**src/sv/rdd_ram.sv**
```systemverilog
module rdd_ram #(
    parameter int WIDTH = 32,
    parameter int DEPTH = 64
) (
    input  logic                                    i_clk,
    input  logic                                    i_we,
    input  logic [((DEPTH > 1) ? $clog2(DEPTH) : 1)-1:0] i_waddr,
    input  logic [WIDTH-1:0]                        i_wdata,
    input  logic [((DEPTH > 1) ? $clog2(DEPTH) : 1)-1:0] i_raddr,
    output logic [WIDTH-1:0]                        o_rdata
);

    logic [WIDTH-1:0] r_mem [DEPTH];
    logic [WIDTH-1:0] r_rdata;

    always_ff @(posedge i_clk) begin
        if (i_we) begin
            r_mem[i_waddr] <= i_wdata;
        end
        r_rdata <= r_mem[i_raddr];
    end

    assign o_rdata = r_rdata;

endmodule

```
**config.mk**
```make
export PLATFORM = sky130hd
export DESIGN_NAME = rdd_ram
export DESIGN_NICKNAME = d
export VERILOG_FILES = /design/src/sv/rdd_ram.sv
export SDC_FILE = /design/constraint.sdc
export NUM_CORES = 2
export LEC_CHECK = 0
export BUFFER_PORTS_ARGS = -buffer_cell sky130_fd_sc_hd__buf_4
export CAP_MARGIN = 20
export CORE_MARGIN = 1
export CORE_UTILIZATION = 35
export DETAILED_ROUTE_END_ITERATION = 10
export SLEW_MARGIN = 40
export SYNTH_ARGS = -nofsm -noshare
export SYNTH_HDL_FRONTEND = slang
export SYNTH_SLANG_ARGS = --single-unit
export TNS_END_PERCENT = 30
```
**constraint.sdc**
```tcl
create_clock -name i_clk -period 8 [get_ports i_clk]
set_input_delay 1.2 -clock i_clk [delete_from_list [all_inputs] [get_ports i_clk]]
set_output_delay 1.2 -clock i_clk [all_outputs]
set_load 0.03 [all_outputs]
```
[After elaboration in Yosys (flattened, before gate mapping)]
Memory sizes are Yosys's and may differ from the RTL's. A register that Yosys moved wholly into a read port is not among the register bits.
Index checks and enable logic that the tools add are counted.
Operators by class
  add/subtract/negate cells: 0
  $mul: 0
  div/mod/pow operators: 0
  $lt $le $gt $ge: 0
  equality and inequality tests: 0
  shifts and indexed selects: 0
  multiplexer cells: 2
  bitwise logic cells: 0
  reduce and logical (&&, ||, !) cells: 0
Operator list (number)
  1-bit two-way mux: 2
Storage, ports and cells
  register bits: 0
  latch bits: 0
  memory bits (writable): 2048
  ROM bits: 0
  bits of input ports: 46
  output and inout port bits: 32
  word-level logic and storage cells: 3
  memories kept: 1
Memories
  r_mem: words 64, bits a word 32, read ports 1, clocked after memory_dff 1, write ports 1, line 13  | logic [WIDTH-1:0] r_mem [DEPTH];

[Longest topological paths before layout]
  depth after elaboration: 2
  depth in mapped cells: 10
  depth with buffers taken out: 5

[Worst setup path before layout]
OpenSTA, ideal clock, no wires.
  path type: input -> register
  from: input i_waddr[3] (netlist name)
  to: memory r_mem[48][0] (enable)
  library setup time: 461 ps
  arrival: 3899 ps
  data required time: 7539 ps
  slack: 3640 ps
  stages: 4
  buffers on the path: 1
  cell sequence: clkbuf_1 nor2b_1 nand4b_1 nor3_1
RTL lines
  start, declared: line 7  | input logic [((DEPTH > 1) ? $clog2(DEPTH) : 1)-1:0] i_waddr,
  end, declared: line 13
No word-level cell before the write port.

==> impl_metrics.csv <==
group,metric,value,unit
hold_path,worstHoldPathType,"input pin to flop",
setup_path,worst_ep_required_time,8.70,ns
timing,finalCritPeriodShare,46.1,%
timing,finalClockSkew,0.0518,ns
yosys,syn_area,0.0785,sq mm
finish,syn_to_final_growth,14.7,%
flow_run,cap_violations,0,
yosys,synth-seq-cells,2080,
die,die-area,0.226,sq mm
route,ant_nets,0,
clock_tree,cts_buffers,206,
timing,worst_pin_slew,0.900,ns
pwr,p_total,22.8,mW
route,via_per_inst,5.52,
yosys,synth_cell_types,34,
place,place_congestion,0.782,
timing,holdWs,0.848,ns
pwr,peakVddDrop,237,uV
route,num_vias,36900,
timing,fin_ws,4.31,ns
place,placed_cells,6297,
place,place_area,0.0834,sq mm
route,firstDrtPassIters,6,
clock_tree,cts_max_level,4,
place,numPortBuffers,77,
finish,seq_area,0.0621,sq mm
clock_tree,clock_sinks,2080,
die,rows,173,
hold_path,holdPathEnd,"r_mem[24][21]$_DFFE_PP_",
outcome,outcome,"finished clean",
yosys,yosys_warnings,0,
finish,instances_no_fill,6688,
finish,n_fill_cell,19400,
global_route,grt_start_max_net_pins,78,
global_route,grt_overflow,0,
clock_tree,clk_pin_slew_worst_paths,0.06,ns
global_route,grt_usage,18.5,%
die,pin_count,78,
finish,multi_input_area,0.0160,sq mm
clock_tree,clockBufferDepth,3,
global_route,antenna_found_initial,11,
timing,rsz0062_at_grt,"no",
yosys,synthesis.nets,3370,
setup_path,crit_type,"input pin to flop",
finish,final_util,40.5,%
die,initial_core_util,35.3,%
timing,slew_violations,0,
route,met1_length,86400,um
route,drt_iter0_markers,4712,
place,pre_cts_ws,3.37,ns
setup_path,crit_fanout,49,
setup_path,crit_buf_inv,3,
setup_path,rr_worst_depth,5,
die,die_x,476,um
setup_path,cp-end-kind,"flop",
setup_path,cp_top_family,"buffers and inverters",
route,wl_per_cell,31.3,um
setup_path,startpoint_type,"input pin",
die,fp.dieH,476,um
yosys,syn_area_per_cell,23.6,sq um
route,met2_length,101000,um
finish,drive_gt1_share,29.3,%
global_route,grt_pass1_vias,37200,
finish,final_cell_area,0.0901,sq mm
global_route,grt_pass1_wl,293000,um
finish,nets,3578,
route,top_layer,"met4",
die,core,0.223,sq mm
timing,slew-limit-headroom,40.0,%
clock_tree,clk_latency,0.84,ns
route,wl_met3,15900,um
timing,min_period,3.69,ns
clock_tree,ctsHoldBuffers,0,
hold_path,hold_path_startpoint,"i_wdata[21]",
timing,hold_viol,0,
clock_tree,clockRootBuffer,"clkbuf_16",
setup_path,slowest_delay,0.67,ns
setup_path,ff2ff_setup_slack,5.68,ns
setup_path,slowest_stage,"a21oi_1",
pwr,powerDensity,253,mW/mm^2
setup_path,worstPathArrival,4.39,ns
setup_path,crit_chain,"buf_8 -> buf_4 -> buf_4 -> mux4_2 -> o22ai_1 -> nor2_1 -> a21oi_1 -> nor2_1",
clock_tree,cts_resized,0,
timing,setup-violations-final,0,
timing,max_freq,0.271,GHz
clock_tree,cts_tree,"yes",
yosys,syn-instance-count,3324,
pwr,leakagePower,27.6,nW
timing,final.setup.tns,0,ns
hold_path,min_path_cells,1,
route,routed_wl,209000,um
yosys,ys_seq_area_share,79.1,%
setup_path,r2r-start,"r_mem[45][1]$_DFFE_PP_",
route,route.detailed.drc,0,
clock_tree,post-cts-setup-buffer-count,0,
place,dp_hpwl,111000,um
setup_path,rr_endpoint,"o_rdata[1]$_DFF_P_",
## power breakdown
| group | leakage [nW] | switching [mW] | internal (mW) | total [mW] |
|---|---|---|---|---|
| Sequential | 18.7 | 0.0565 | 12.1 | 12.1 |
| Clock | 3.23 | 4.10 | 5.41 | 9.51 |
| Combinational | 5.66 | 0.734 | 0.412 | 1.15 |
| Total | 27.6 | 4.89 | 17.9 | 22.8 |
## state kept, by name (all words and copies together), names as in the netlist
| signal | cells |
|---|---|
| r_mem | 2048 |
| o_rdata | 32 |
## logic make-up (layout without fill, tap and decap cells)
kind of cell    Yosys count  in the layout  synth area share [%]
compound gates          202            202                  1.67
mux                     637            637                  16.8
flops                  2080           2080                  79.1
buf+inv                 182            567                  1.13
other cells               0              4                     0
simple gates            223            223                  1.27
## cell usage after synthesis
cell type / number / area (sq um)
a21oi_1: 62 / 310
a22oi_1: 12 / 90.1
a311oi_1: 8 / 70.1
a31oi_1: 1 / 6.26
a41o_1: 4 / 40.0
and2_1: 2 / 12.5
and3_1: 4 / 25.0
buf_1: 21 / 78.8
buf_2: 57 / 285
buf_4: 25 / 188
buf_6: 5 / 56.3
clkbuf_1: 74 / 278
dfxtp_1: 32 / 641
edfxtp_1: 2048 / 61500
mux2i_1: 93 / 931
mux4_2: 544 / 12300
nand2_1: 26 / 97.6
nand2b_1: 8 / 50.1
nand3_1: 5 / 25.0
nand3b_1: 5 / 37.5
nand4_1: 2 / 12.5
nand4b_1: 1 / 8.76
nor2_1: 137 / 514
nor2b_1: 15 / 93.8
nor3_1: 7 / 35.0
o221ai_1: 27 / 236
o22ai_1: 84 / 526
o32ai_1: 4 / 35.0
or2_0: 1 / 6.26
or2_1: 1 / 6.26
or2_2: 1 / 6.26
or3_1: 3 / 18.8
or3b_1: 2 / 17.5
or3b_2: 3 / 26.3
## per-layer routing
layer / GRT usage (%) / up-vias
met3: 3.12 / 292
met4: 5.91 / 0
met2: 29.6 / 1652
met5: 0 / -
met1: 25.8 / 20300
li1: - / 14700
## cell type report
cell class,count,area share (%)
tap,2975,4.13
clock inverter,112,1.22
antenna,4,0.0111
multi-input combinational,1062,17.8
clock buffer,273,6.17
sequential,2080,69.0
timing repair buffer,182,1.73
## cell usage in the layout (no fill, tap or decap), types with 5 or more instances in the layout
cell / n
edfxtp_1: 2048
o221ai_1: 27
buf_4: 164
nor2_1: 75
a311oi_1: 8
clkbuf_1: 55
nand2_1: 26
nand2b_1: 6
clkinv_16: 5
nor2_4: 62
clkinv_2: 31
mux2i_1: 93
nor2b_1: 14
clkinv_1: 47
dfxtp_1: 32
nor3_1: 5
bufinv_16: 16
nand3b_1: 5
clkbuf_16: 209
a22oi_1: 12
mux4_2: 544
buf_12: 11
o22ai_1: 82
clkbuf_8: 9
a21oi_1: 61
## worst max-delay path by stage
stage,from,end,cells after the start
after global routing,i_raddr[0],o_rdata[31]$_DFF_P_,7
after detailed placement,i_raddr[0],o_rdata[6]$_DFF_P_,7
final,i_raddr[0],o_rdata[1]$_DFF_P_,8
after floorplan,i_waddr[3],r_mem[48][0]$_DFFE_PP_,4
after global placement,i_raddr[0],o_rdata[25]$_DFF_P_,6
after CTS,i_raddr[0],o_rdata[31]$_DFF_P_,7
No activity file was read; power rests on OpenSTA's default activity.
